`config.mk`:
```
export PLATFORM = sky130hd
export DESIGN_NAME = atp_div_cell
export DESIGN_NICKNAME = d
export VERILOG_FILES = /design/src/design/atp_pkg.sv /design/src/design/atp_div_cell.sv
export SDC_FILE = /design/constraint.sdc
export NUM_CORES = 1
export LEC_CHECK = 0
export BUFFER_PORTS_ARGS = -buffer_cell sky130_fd_sc_hd__buf_2
export CAP_MARGIN = 20
export CORE_ASPECT_RATIO = 0.75
export CORE_MARGIN = 10
export CORE_UTILIZATION = 43
export DETAILED_ROUTE_END_ITERATION = 10
export PLACE_DENSITY_LB_ADDON = 0.2
export SYNTH_ARGS = -nofsm -noshare
export SYNTH_HDL_FRONTEND = slang
export SYNTH_SLANG_ARGS = --single-unit
```
`constraint.sdc`:
```
create_clock -name clock -period 4.16 [get_ports clock]
set_input_delay 0.208 -clock clock [delete_from_list [all_inputs] [get_ports clock]]
set_output_delay 0.208 -clock clock [all_outputs]
set_load 0.01 [all_outputs]
```
`src/design/atp_pkg.sv`:
```
package atp_pkg;

   localparam int CoeffWidth  = 16;
   localparam int ScaleWidth  = 4;
   localparam int WordWidth   = 32;
   localparam int CsrIdxWidth = 3;
   localparam int CentiScale  = 100;

   typedef enum logic [CsrIdxWidth-1:0] {
      CSR_QUAD_COEFF  = 3'd0,
      CSR_LIN_COEFF   = 3'd1,
      CSR_PTAT_AT_25C = 3'd2,
      CSR_LIN_SCALE   = 3'd3,
      CSR_QUAD_SCALE  = 3'd4
   } csr_idx_type;

   // root cell: remainder, partial result and operand words
   typedef struct packed {
      logic                         valid;
      logic                         err;
      logic [WordWidth-1:0]         rem;
      logic [WordWidth-1:0]         res;
      logic signed [CoeffWidth-1:0] b;
      logic signed [CoeffWidth-1:0] a;
      logic [4:0]                   sh2;
   } root_type;

   // divide cell: magnitudes and signs, remainder and quotient bits
   typedef struct packed {
      logic                 valid;
      logic                 err;
      logic                 neg;
      logic [WordWidth-1:0] num;
      logic [WordWidth:0]   rem;
      logic [CoeffWidth-1:0] den;
   } div_type;

endpackage

```
`src/design/atp_div_cell.sv`:
```
module atp_div_cell
   import atp_pkg::*;
(
   input  logic    clock,
   input  logic    reset,
   input  logic    stall,
   input  div_type d_in,
   output div_type d_out
);
   div_type nxt_in, nxt_ff;
   logic [WordWidth:0] sh;
   logic [WordWidth:0] dif;

   always_comb begin
      nxt_in = d_in;
      sh  = {d_in.rem[WordWidth-1:0], d_in.num[WordWidth-1]};
      dif = sh - {{(WordWidth-CoeffWidth+1){1'b0}}, d_in.den};
      nxt_in.num = d_in.num << 1;
      if (!dif[WordWidth]) begin
         nxt_in.rem    = dif;
         nxt_in.num[0] = 1'b1;
      end else begin
         nxt_in.rem = sh;
      end
   end

   always_ff @(posedge clock) begin
      if (reset) begin
         nxt_ff.valid <= 1'b0;
      end else if (!stall) begin
         nxt_ff <= nxt_in;
      end
   end

   assign d_out = nxt_ff;
endmodule

```
**Yosys cells after proc, flatten, opt, wreduce, memory -nomap -nowiden**

Cells that the tools add are included.

- Register bits after elaboration: 84
- Input port bits: 87
- Word-level logic and storage cells: 13

- Add/sub/neg operators: 1
- Mux-type cells: 2
- Bitwise gates (word level): 2
- Reduce and logical (&&, ||, !) cells: 1

Operators with widths:

| cell | number |
|---|---|
| 33-bit by 16-bit subtractor with 33-bit output | 1 |
| 32-bit 2-to-1 mux | 1 |
| 1-bit NOT | 2 |
| 2-bit AND reduction | 1 |
| 1-bit 2-to-1 mux | 1 |

**Logic depth before layout (Yosys ltp)**

- Word-level depth: 2
- Depth in mapped cells: 11
- Depth with buffers taken out: 10

**Least setup slack after synthesis**

No wires, ideal clock.

- Kind: input -> register
- Start: in reset
- End: reg nxt_ff, in the netlist d_out[0] (enable)
- Setup time: 526 ps
- Arrival: 3676 ps
- Slack: -42 ps
- Stages on the path: 1
- Cell sequence: nor2_1

- Word-level cells in the longest chain between the ends: 2

Ends and longest elaborated chain:

| item | line | source |
|---|---|---|
| from (decl) | atp_div_cell.sv:5 | `input logic reset,` |
| 1-bit NOT (no source line) | n/a |  |
| 2-bit AND reduction (no source line) | n/a |  |
| to (signal assigned) | atp_div_cell.sv:31 | `nxt_ff <= nxt_in;` |
| to (decl) | atp_div_cell.sv:10 | `div_type nxt_in, nxt_ff;` |

Every way passes these cells.
A chain may end at the register's enable or synchronous reset.

==> metrics list <==
* Worst hold-check path type: in -> reg
- In this run the worst path has a maximum fanout of 13.
- Post-synth cell types: 47
* Sequential area share after synthesis: 62.3%
* Clock-pin slew of the registers on the worst-case setup and hold paths: 0.06 ns
- For this design, the CTS-stage hold fixing added 0 buffers.
* Die H: 104 um
- Kind of capture point of the worst setup path: flip-flop
* Internal: approximately 1.6 mW
* Post-CTS Resized: 0
- Fraction of power consumed by combinational cells: 16.5%
* Relative slew slack: a little under three fifths
- In this run the most critical hold path is launched from d_in[64].
* Routability Congestion: ~0.86
* Startpoint of the worst-slack reg-to-reg timing path: d_out[83]
- The detailed router finished its first iteration with 261 violations.
- In the final design database the tool counted 587 nets.
- Data required time of the worst path: 4.24 ns
- Entering global routing, the biggest net connects just over 50 pins.
- Initial antenna violation count: 1
* Final worst-path cycle share: 74.1%
* Fraction of layout cells with a size suffix above 1: 40.4%
- The total overflow left after global routing is 0.
- Slowest stage delay, CP: about 0.48 ns
- CTS tree: done
- After synthesis the netlist holds a flip-flop and latch count of 84.
- The share of total power dissipated in sequential elements is 47.8%.
- Setup violations remaining at the end of the flow were counted as 0.
* Clock Skews: 0 ns
- The critical path is of the in -> reg type.
- Delay-heaviest family, CP: compound AO/OA/AOI/OAI gates
* Count of antenna-violating nets left after detailed routing: 0
* Critical path startpoint category: input port
- Maximum count of clock buffers along a single path: 2
- H-tree depth: 3
- The number of setup buffers added after CTS is 0.
- Outcome: finished, final reports clean
* Number of max-cap violations: 0
- Net switching is a little over a quarter of the power.
* Std-Cell Rows: 30
- The number of nets in the synthesized netlist is 406.
* Met1 Usage GRT: 21.1%
* Global routing usage on met2: 22.8%
- Setup Slack @ Placement: 0.721 ns
* Filler Cell Count: 795
- Endpoint of the worst hold-timing path: d_out[65]
* Post-DP HPWL: 8580 um
- In this run the critical register-to-register path is captured at d_out[83].
* Port-buffer cells: 169
* Number of remaining DRC errors: 0
* Final hold vios: 0
- In this run the count of I/O pins placed on the die edge is approximately 170.
- Number of cells produced by synthesis: slightly above 300
- Pwr per Cell Area: 399 nW/um2
- The register with the most flip-flops in the layout has 84 of them.
* TritonCTS Sinks: 84
- Maximum achievable frequency: 0.324 GHz
- Clock tree synthesis inserted a total of 9 buffers.
- Critical path launch point: d_in[0]
- Total count of max-transition violations in the final report: 0
- Count of cells along the worst hold path: 1
- The number of cells on the worst reg-to-reg path is 2.
- In this run the register-to-register setup slack is between 3 and 4 ns.
- Area inside the core boundary: roughly 9100 um2
- After synthesis, the mean cell area works out to about 13 um2.
- Using the TritonRoute via totals, the vias-per-cell ratio works out to 5.00.
- Slew at the pin with the worst max-slew slack: 0.656 ns
- For this design, the slowest cell found on the critical path is sky130_fd_sc_hd__a211oi_4.
* Antenna diode count: 0
- For this run, the detailed router's first-pass iteration total came to 5.
* Largest voltage drop on the vdd net: roughly 210 uV
- Wires add up to 10,800 um.
- Global-route wire length before repair: 17,300 um
- The area growth from synthesis to layout is 32.1%.
- In this run, synthesis inferred a little over 80 flip-flops with an integrated enable.
* WL/cell: 17.6 um
- Number of global-route vias before repair: approximately 3k
* Later-pin clock latency in the skew report: 0.33 ns
- The mapped netlist covers ~4000 um2.
- Across all setup checks in the final design, the least slack found is 1.08 ns.
- Net switching power figure: 560 uW
- Min cycle time layout: just over 3 ns
- Setup repair after global routing left no endpoint under its margin.
- GRT busiest layer: met2
- Chip Width: 132 um
* LEAKAGE: about 2.3 nW
* Starting utilization of the core area: 44.4%
* Async set-reset flop share out of synthesis: 0%
- Signal arrival time at the worst endpoint: 3.16 ns
- Cell-by-cell listing of the critical path: buf_2 -> ha_1 -> fa_1 -> nand2b_1 -> a21oi_1 -> o2111ai_1 -> a311o_1 -> a211oi_4 -> buf_4 -> mux2_1
- For the final routed database, the setup TNS stands at 0 ns.
- Total number of vias: 3,080
* Die area: 13,700 um2
* Most common flop cell mapped by yosys: sky130_fd_sc_hd__edfxtp_1
* Clock group share of total power: 35.7%
* Total Routing Usage GR: 15.8%
- Post-route total power: 2.13 mW
- For met3 alone, demand over resource in global routing was 7.09%.
- CTS root buf: sky130_fd_sc_hd__clkbuf_16
* Count of yosys warnings during synthesis: 0
- Together, buffers and inverters on the worst path number 2.
-- how the worst max path moves through the flow --
stage / depth (start not counted) / endpoint
after global placement: 10 / d_out[29]
after detailed placement: 10 / d_out[21]
after CTS: 10 / d_out[25]
after floorplan: 1 / d_out[0]
after global routing: 11 / d_out[25]
final: 10 / d_out[25]
-- area by class of cell --
class                           count  area [um2]  area share, %
Clock buffer                        9         225           4.23
Inverter                           19        71.3           1.34
Clock inverter                      7        56.3           1.06
Multi-Input combinational cell    196        1430           26.8
Timing Repair Buffer              173         876           16.4
Sequential cell                    84        2510           47.1
Tap cell                          128         160           3.00
-- cells by family (layout without fill, tap and decap cells) --
logic type      after synthesis  in the layout  synth area share (%)
fa+ha+maj                    17             17                  5.46
mux                          14             14                  3.81
simple gates                 86             86                  11.7
xor+xnor                     28             28                  6.08
compound gates               51             51                  8.16
buf+inv                      22            208                  2.51
flops                        84             84                  62.3
-- routing by layer --
metal	part of all wire, %	wire length (um)
met5	0.12	13
met4	0.52	56
met3	10	1140
met2	43	4690
met1	46	4940
-- per-stage QoR --
step / cell area (um2) / hold WS [ns] / cells / utilization (%)
final: 5330 / 0.0461 / 616 / 58.7
after global routing: 5330 / 0.0241 / 616 / 58.7
after CTS: 5330 / 0.0338 / 616 / 58.7
after detailed placement: 5050 / 0.386 / 600 / 55.6
after global placement: 5050 / 0.385 / 600 / 55.6
after floorplan: 4040 / 0.280 / 302 / -
-- Yosys cell counts, types with 2 or more instances --
library cell	number	area share [%]
sky130_fd_sc_hd__a21o_1	2	0.37
sky130_fd_sc_hd__a21oi_1	19	2.4
sky130_fd_sc_hd__a31oi_1	3	0.47
sky130_fd_sc_hd__and2_1	2	0.31
sky130_fd_sc_hd__and3_1	5	0.78
sky130_fd_sc_hd__buf_6	2	0.56
sky130_fd_sc_hd__edfxtp_1	83	62
sky130_fd_sc_hd__ha_1	16	5.0
sky130_fd_sc_hd__inv_1	19	1.8
sky130_fd_sc_hd__mux2_1	11	3.1
sky130_fd_sc_hd__mux2i_1	3	0.74
sky130_fd_sc_hd__nand2_1	19	1.8
sky130_fd_sc_hd__nand2b_1	4	0.62
sky130_fd_sc_hd__nand3_1	2	0.25
sky130_fd_sc_hd__nand3b_1	5	0.93
sky130_fd_sc_hd__nand4_1	6	0.93
sky130_fd_sc_hd__nor2_1	20	1.9
sky130_fd_sc_hd__nor2b_1	3	0.47
sky130_fd_sc_hd__nor3_1	7	0.87
sky130_fd_sc_hd__nor4_1	3	0.47
sky130_fd_sc_hd__o2111ai_1	2	0.43
sky130_fd_sc_hd__o21a_1	3	0.56
sky130_fd_sc_hd__o21ai_0	9	1.1
sky130_fd_sc_hd__o22ai_1	3	0.47
sky130_fd_sc_hd__or2_2	3	0.47
sky130_fd_sc_hd__xnor2_1	21	4.6
sky130_fd_sc_hd__xor2_1	7	1.5
-- worst register-to-register path, stage by stage (launching register included) --
cell and delay (ns):
sky130_fd_sc_hd__dfxtp_1 0.31, sky130_fd_sc_hd__mux2i_1 0.13, sky130_fd_sc_hd__nor2_1 0.06
-- power groups by stage --
stage	logic, mW	registers, mW	clock network [mW]
floorplan	0.164	1.07	0
global placement	0.346	1.03	0
detailed placement	0.352	1.04	0
CTS	0.354	1.02	0.782
global route	0.390	1.02	0.822
finish	0.351	1.02	0.759
-- placed cells by master (no fill, tap or decap), drive strengths merged, types with 4 or more instances in the layout --
cell and instances:
nand4 6, nand2b 4, xor2 7, clkbuf 9
edfxtp 83, and3 5, nor2 20, buf 173
inv 23, ha 16, nor3 7, o21ai 9
mux2 11, a21oi 19, xnor2 21, nand2 19
nand3b 5
Power figures use the tool's default switching activity.
