$ cat config.mk
export PLATFORM = sky130hd
export DESIGN_NAME = atp_root_cell
export DESIGN_NICKNAME = d
export VERILOG_FILES = /design/src/design/atp_pkg.sv /design/src/design/atp_root_cell.sv
export SDC_FILE = /design/constraint.sdc
export NUM_CORES = 1
export LEC_CHECK = 0
export BUFFER_PORTS_ARGS = -buffer_cell sky130_fd_sc_hd__buf_2
export CAP_MARGIN = 20
export CORE_ASPECT_RATIO = 1.75
export CORE_MARGIN = 3
export CORE_UTILIZATION = 48
export CTS_CLUSTER_SIZE = 8
export DETAILED_ROUTE_END_ITERATION = 7
export PLACE_DENSITY = 0.79
export SETUP_SLACK_MARGIN = 0.4
export SLEW_MARGIN = 10
export SYNTH_ARGS = -nofsm -noshare
export SYNTH_HDL_FRONTEND = slang
export SYNTH_SLANG_ARGS = --single-unit
$ cat constraint.sdc
create_clock -name clock -period 12.5 [get_ports clock]
set_input_delay 3.125 -clock clock [delete_from_list [all_inputs] [get_ports clock]]
set_output_delay 3.125 -clock clock [all_outputs]
set_load 0.02 [all_outputs]
$ cat src/design/atp_pkg.sv
package atp_pkg;

   localparam int CoeffWidth  = 16;
   localparam int ScaleWidth  = 4;
   localparam int WordWidth   = 32;
   localparam int CsrIdxWidth = 3;
   localparam int CentiScale  = 100;

   typedef enum logic [CsrIdxWidth-1:0] {
      CSR_QUAD_COEFF  = 3'd0,
      CSR_LIN_COEFF   = 3'd1,
      CSR_PTAT_AT_25C = 3'd2,
      CSR_LIN_SCALE   = 3'd3,
      CSR_QUAD_SCALE  = 3'd4
   } csr_idx_type;

   // root cell: remainder, partial result and operand words
   typedef struct packed {
      logic                         valid;
      logic                         err;
      logic [WordWidth-1:0]         rem;
      logic [WordWidth-1:0]         res;
      logic signed [CoeffWidth-1:0] b;
      logic signed [CoeffWidth-1:0] a;
      logic [4:0]                   sh2;
   } root_type;

   // divide cell: magnitudes and signs, remainder and quotient bits
   typedef struct packed {
      logic                 valid;
      logic                 err;
      logic                 neg;
      logic [WordWidth-1:0] num;
      logic [WordWidth:0]   rem;
      logic [CoeffWidth-1:0] den;
   } div_type;

endpackage

$ cat src/design/atp_root_cell.sv
module atp_root_cell
   import atp_pkg::*;
#(
   parameter int Step = 0
) (
   input  logic     clock,
   input  logic     reset,
   input  logic     stall,
   input  root_type d_in,
   output root_type d_out
);
   localparam logic [WordWidth-1:0] Bit = WordWidth'(1) << (2 * (15 - Step));

   root_type nxt_in, nxt_ff;
   logic [WordWidth-1:0] trial;

   always_comb begin
      nxt_in = d_in;
      trial  = d_in.res + Bit;
      if (d_in.rem >= trial) begin
         nxt_in.rem = d_in.rem - trial;
         nxt_in.res = (d_in.res >> 1) + Bit;
      end else begin
         nxt_in.res = d_in.res >> 1;
      end
   end

   always_ff @(posedge clock) begin
      if (reset) begin
         nxt_ff.valid <= 1'b0;
      end else if (!stall) begin
         nxt_ff <= nxt_in;
      end
   end

   assign d_out = nxt_ff;
endmodule

## Word level (Yosys, flattened, before mapping)

Cells that the tools add are included.

- Bitwise operators: 2
- Add/subtract/negate cells: 3
- Magnitude comparators: 1
- Multiplexer cells: 2
- Divide/modulo/power cells: 0
- Multipliers: 0
- Equal/unequal tests: 0
- Reduce and logical (&&, ||, !) cells: 1
- Shift operators: 0

Operator list:

| cell | count |
|---|---|
| adder 31 x 31 -> 32 bit, second input constant | 1 |
| adder 32 x 31 -> 32 bit, second input constant | 1 |
| greater-or-equal comparator 32 bit | 1 |
| 2-to-1 mux 32 bit | 1 |
| subtractor 32 bit | 1 |
| 2-to-1 mux 31 bit | 1 |
| NOT 1 bit | 2 |
| AND reduction 2 bit | 1 |

- Word-level logic and storage cells: 17
- Bits in latches: 0
- Flip-flop bits (word level): 103
- Output and inout port bits: 103
- Memory bits (read-only): 0
- RAM bits: 0
- Bits of input ports: 106
- Memories: 0

## Logic depth before layout (Yosys ltp)

Gate-level depths: netlist of the first run.

- Depth after elaboration: 3
- Gate-level depth with buffers: 13
- Mapped depth without buffers: 11

## Worst setup path after synthesis of the first run

OpenSTA, ideal clock, no wires.

- Path type: input to register
- Start point: input port reset
- End point: register nxt_ff (netlist bit d_out[0]), enable pin
- Stages: 1
- Path buffers: 0
- Arrival time: 7.378 ns
- Required time: 11.935 ns
- Setup slack: 4.557 ns
- Setup time: 0.565 ns
- Cell sequence: nor2_1

- Cells in the longest elaborated chain, start to end: 2

RTL lines:

| element | RTL line | text |
|---|---|---|
| from (decl) | atp_root_cell.sv:7 | `input logic reset,` |
| NOT 1 bit (no source line) | -- |  |
| AND reduction 2 bit (no source line) | -- |  |
| to (signal assigned) | atp_root_cell.sv:32 | `nxt_ff <= nxt_in;` |
| to (decl) | atp_root_cell.sv:14 | `root_type nxt_in, nxt_ff;` |

No other way between the ends.
A chain may end at the register's enable or synchronous reset.

==> results of run 1 <==
[metal layers]
metal | global-route usage | routed length, microns | vias to the layer above
met4 | 0.09516 | 436 | 0
met5 | 0 | 0 | -
met1 | 0.1985 | 4612 | 2139
met2 | 0.4083 | 7741 | 201
li1 | - | - | 2194
met3 | 0.05745 | 1144 | 31
[layout make-up]
type                    instances  area share
clock buffers                   9     0.03253
clock inverters                 7    0.009577
inverters                      45     0.02439
multi-input cells             320      0.3119
flip-flops and latches        103      0.4452
well taps                     132     0.02385
repair buffers                210      0.1525
[cells by family (layout without fill, tap and decap cells)]
group,Yosys count,after routing,synth area share
compound gates,133,133,0.1629
simple gates,130,130,0.1143
mux,1,1,0.001825
xor+xnor,23,23,0.03672
flops,103,103,0.5620
buf+inv,59,271,0.04562
fa+ha+maj,33,33,0.07664
[metrics by stage]
stage,area [sq um],utilization
2_1_floorplan,5485,-
3_3_place_gp,6633,0.5940
3_5_place_dp,6633,0.5940
4_1_cts,6924,0.6201
5_1_grt,6924,0.6201
6_report,6924,0.6201
[Yosys cell counts (6+ instances only)]
library cell / instances / share of area
edfxtp_1: 102 / 0.56
a21oi_1: 47 / 0.043
inv_1: 45 / 0.031
nor2_1: 40 / 0.027
nand2_1: 36 / 0.025
ha_1: 32 / 0.073
o21ai_0: 16 / 0.015
a21o_1: 14 / 0.019
xnor2_1: 12 / 0.019
xor2_1: 11 / 0.018
nand3_1: 9 / 0.0082
a211oi_1: 8 / 0.011
nand4_1: 8 / 0.0091
nor2b_1: 6 / 0.0068
nor3_1: 6 / 0.0055
o21a_1: 6 / 0.0082
[worst max-delay path: cells and delay by family]
kind | cells | cell delay [ns]
compound gates | 5 | 1.12
fa+ha+maj | 1 | 0.34
buf+inv | 3 | 0.52
simple gates | 3 | 0.75
[where the power goes]
group / total, W / switching (W) / leakage, nW / internal [W]
combinational: 0.000222 / 0.000142 / 2.00 / 0.0000810
sequential: 0.000421 / 0.00000660 / 0.966 / 0.000415
clock: 0.000274 / 0.000134 / 0.142 / 0.000140
[final timing paths]
check	from	end	slack (ns)	cells after the start
min	d_out[102]	d_out[102]	0.54	2
min reg2reg	d_out[102]	d_out[102]	0.54	2
max reg2reg	d_out[102]	d_out[102]	11.87	2
max	d_in[39]	d_out[82]	6.73	12
[cells in the final DEF (no fill, tap or decap), drive strengths merged, types with 3 or more instances in the layout]
cell type  Yosys  routed
inv           45      49
nor3           7       7
a21o          15      15
o21a           6       6
buf            8     210
edfxtp       102     102
o21ai         21      21
or2            4       4
and2           5       5
xor2          11      11
or3            4       4
a21oi         48      48
o31ai          7       7
clkbuf         6       9
a31oi          4       4
nor2b          6       6
nand3          9       9
nand4          8       8
nand2         36      36
a211oi         9       9
o21bai         4       4
a22oi          3       3
and3           3       3
xnor2         12      12
o2111ai        4       4
nand2b         3       3
ha            32      32
nor2          40      40
==> reports/qor.csv, run 1 <==
metric,value,unit
Die H,147.4,microns
Least-Margin Pin Slew,0.9400,ns
CTS tree,built,
Ys Warns,0,
Post-DP HPWL,11040,microns
Leakage Power,3.104,nW
max capacitance violation total,0,
Rel. slew slack,0.3733,
VDD IR max,0.09782,mV
fillers,889,
Max H-tree Level,3,
RSZ-0062 raised after global routing,false,
worst stage delay on the critical path,0.49,ns
Hold Path Class,reg2reg,
final setup fails,0,
Initial Util,0.4912,
status,completed,
synthesized instance count,482,
vias in the first global route,4607,
wire per inst,16.87,microns
TNS Setup,0,ns
Synth Net Count,621,
die width,86.81,microns
total iterations of the first detailed-routing run,4,
fin. max-slew vios,0,
site row count,51,
crit path max fanout,22,
layout net count,828,
CP startpoint kind,primary input,
full die area,0.01280,sq mm
"Gates resized, CTS repair",0,
CP endpoint kind,register,
CP max-delay cell,nand2_1,
GRT Total Usage,0.2121,
dpl ws,6.345,ns
final setup margin,6.729,ns
"non-filler cells, final",826,
antenna violations before repair,0,
share of layout cells above drive strength 1,0.3444,
CP arrival,5.85,ns
root buffer cell,clkbuf_16,
synthesized area per cell,11.38,sq um
PortBufs,208,
clock skew,0,ns
Main synth FF type,edfxtp_1,
FF+latch area,0.003083,sq mm
Post-CTS Setup Inserts,0,
global-route wire length before repair,21250,microns
Hold Buf Count CTS,0,
area growth from synthesis to layout,26.23,%
Crit Path Class,in2reg,
"EDFF count, synth",102,
placeable core area,0.01117,sq mm
WP data required,12.58,ns
ys async rst share,0,
pin count of the biggest net entering global routing,77,
Max Fclk,0.1733,GHz
Largest register FFs,103,
Multi-input gate area,0.002160,sq mm
minimum clock period,5.771,ns
vias per std cell,5.527,
GPL Wtd Cong,0.8931,
Tcrit/Tclk final,0.4617,
routed vias,4565,
worst-path cell chain,buf_2 -> inv_1 -> ha_1 -> nor2b_1 -> o31a_1 -> o31ai_2 -> a21oi_1 -> o31ai_2 -> nand2_1 -> buf_4 -> nor2_1 -> a21oi_1,
grt total ovfl,0,
Yosys cell types,57,
Post-Route WL,13940,microns
Residual DRC,0,
remaining antenna violation count,0,
clk slew on worst S/H paths,0.07,ns
netlist area before placement,0.005485,sq mm
"Power, Total",0.0009177,W
Placed Cells,810,
Fin Hold WS,0.5432,ns
pwr dens,132.5,mW/mm^2
CTS Buf Count,9,
Diodes inserted,0,
violation count after the first detailed-route iteration,210,
TritonCTS Sinks,103,
Max clock buf depth,2,
sequential fraction of the synthesis area,0.5620,
Skew-Pair Late Insertion Delay,0.34,ns
"Hold Vio Cnt, Final",0,
#FFs+latches synth,103,
# IOs,209,
No activity file was read; power rests on OpenSTA's default activity.
==> run 2, diff against run 1 <==
==> constraint.sdc (replaced) <==
create_clock -name clock -period 6 [get_ports clock]
set_input_delay 1.5 -clock clock [delete_from_list [all_inputs] [get_ports clock]]
set_output_delay 1.5 -clock clock [all_outputs]
set_load 0.02 [all_outputs]
==> run 2 against run 1 <==
  * Combinational power increased by 110%
  * First-iteration DRC count rose by 23%
  * Die area unchanged
  * Cell area rose by 0.13%
  * Cell count up 0.12%
  * Sequential share of layout area shrank 0.056 points
==> reports/qor.csv, run 2 (synthesized netlist as in run 1, its figures left out) <==
metric,value,unit
root buffer cell,clkbuf_16,
Leakage Power,3.113,nW
max capacitance violation total,0,
DR top layer,met4,
Hold Buf Count CTS,0,
GRT Total Usage,0.2170,
RSZ-0062 raised after global routing,false,
GPL Wtd Cong,0.8813,
CP startpoint kind,primary input,
area growth from synthesis to layout,26.39,%
violation count after the first detailed-route iteration,258,
Placed Area,0.006640,sq mm
PortBufs,208,
CP endpoint kind,register,
Initial Util,0.4912,
clk slew on worst S/H paths,0.08,ns
Post-DP HPWL,11010,microns
vias per std cell,5.543,
VDD IR max,0.2267,mV
pin count of the biggest net entering global routing,54,
"commonest non-fill, non-tap cell in the layout",buf_2,
share of layout cells above drive strength 1,0.3453,
depth of the worst register-to-register path,2,
remaining antenna violation count,0,
layout net count,829,
most frequent cells in the layout,"208 x buf_2, 102 x edfxtp_1, 47 x a21oi_1",
Fin Hold WS,0.4968,ns
Final Instance Area,0.006933,sq mm
crit path max fanout,28,
CTS Buf Count,9,
Max clock buf depth,2,
Diodes inserted,0,
final setup fails,0,
wire per inst,16.87,microns
grt total ovfl,0,
status,completed,
routed vias,4584,
antenna violations before repair,0,
# IOs,209,
fillers,895,
pwr dens,275.3,mW/mm^2
CP arrival,4.46,ns
Crit Path Class,in2reg,
"Gates resized, CTS repair",0,
clock skew,0,ns
minimum clock period,4.360,ns
Cells on Worst Hold Path,2,
Post-Route WL,13950,microns
Least-Margin Pin Slew,0.9647,ns
Largest register FFs,103,
placeable core area,0.01117,sq mm
full die area,0.01280,sq mm
global-route wire length before repair,21970,microns
vias in the first global route,4805,
Max Fclk,0.2294,GHz
site row count,51,
TNS Setup,0,ns
Residual DRC,0,
die width,86.81,microns
TritonCTS Sinks,103,
Post-CTS Setup Inserts,0,
met1 wire length,4651,microns
"Hold Vio Cnt, Final",0,
total iterations of the first detailed-routing run,5,
Rel. slew slack,0.3553,
Hold Path Class,reg2reg,
fin. max-slew vios,0,
Skew-Pair Late Insertion Delay,0.34,ns
Max H-tree Level,3,
Die H,147.4,microns
Tcrit/Tclk final,0.7266,
CTS tree,built,
WL met3,1114,microns
met2 wire len,7683,microns
WP data required,6.10,ns
run 2: cell count changes in the layout (fill, tap and decap cells not counted):
cell / change
buf_4: +1
clkinvlp_4: -1
inv_6: -1
clkinv_4: +2
run 2: metrics by stage:
step	setup slack [ns]	power, W	util	cells
final	1.640	0.001909	0.6208	827
after floorplan	1.409	0.001209	-	482
after global placement	1.369	0.001339	0.5946	811
after CTS	1.604	0.001923	0.6208	827
after detailed placement	1.267	0.001353	0.5946	811
after global routing	1.307	0.002000	0.6208	827
run 2: final timing paths:
kind                   start    endpoint  slack (ns)
setup / recovery    d_in[39]   d_out[71]        1.64
hold / removal    d_out[102]  d_out[102]        0.50
hold reg to reg   d_out[102]  d_out[102]        0.50
setup reg to reg  d_out[102]  d_out[102]        5.42
run 2: area by class of cell:
type / instances / area [sq um] / area share
timing repair buffer: 211 / 1064 / 0.1534
multi-input combinational: 320 / 2160 / 0.3115
clock buffer: 9 / 225.2 / 0.03249
sequential: 103 / 3083 / 0.4447
tap: 132 / 165.2 / 0.02382
clock inverter: 7 / 67.56 / 0.009746
inverter: 45 / 168.9 / 0.02436
run 2: critical path, stage by stage:
cell     delay [ns]
buf_2          0.09
inv_1          0.04
ha_1           0.35
nor2b_1        0.17
o31a_1         0.29
o31ai_2        0.22
a21oi_1        0.17
o31ai_2        0.40
nand2_1        0.65
buf_4          0.43
nor2_1         0.11
a21oi_1        0.05
run 2: layer usage:
layer	vias up	global-route usage
met3	40	0.04573
met4	0	0.1061
met1	2118	0.2138
met5	-	0
li1	2197	-
met2	229	0.4113
run 2: report_power, final:
part	internal [W]	switching [W]	total (W)
sequential	0.000863	0.0000141	0.000878
combinational	0.000169	0.000292	0.000461
clock	0.000292	0.000278	0.000570
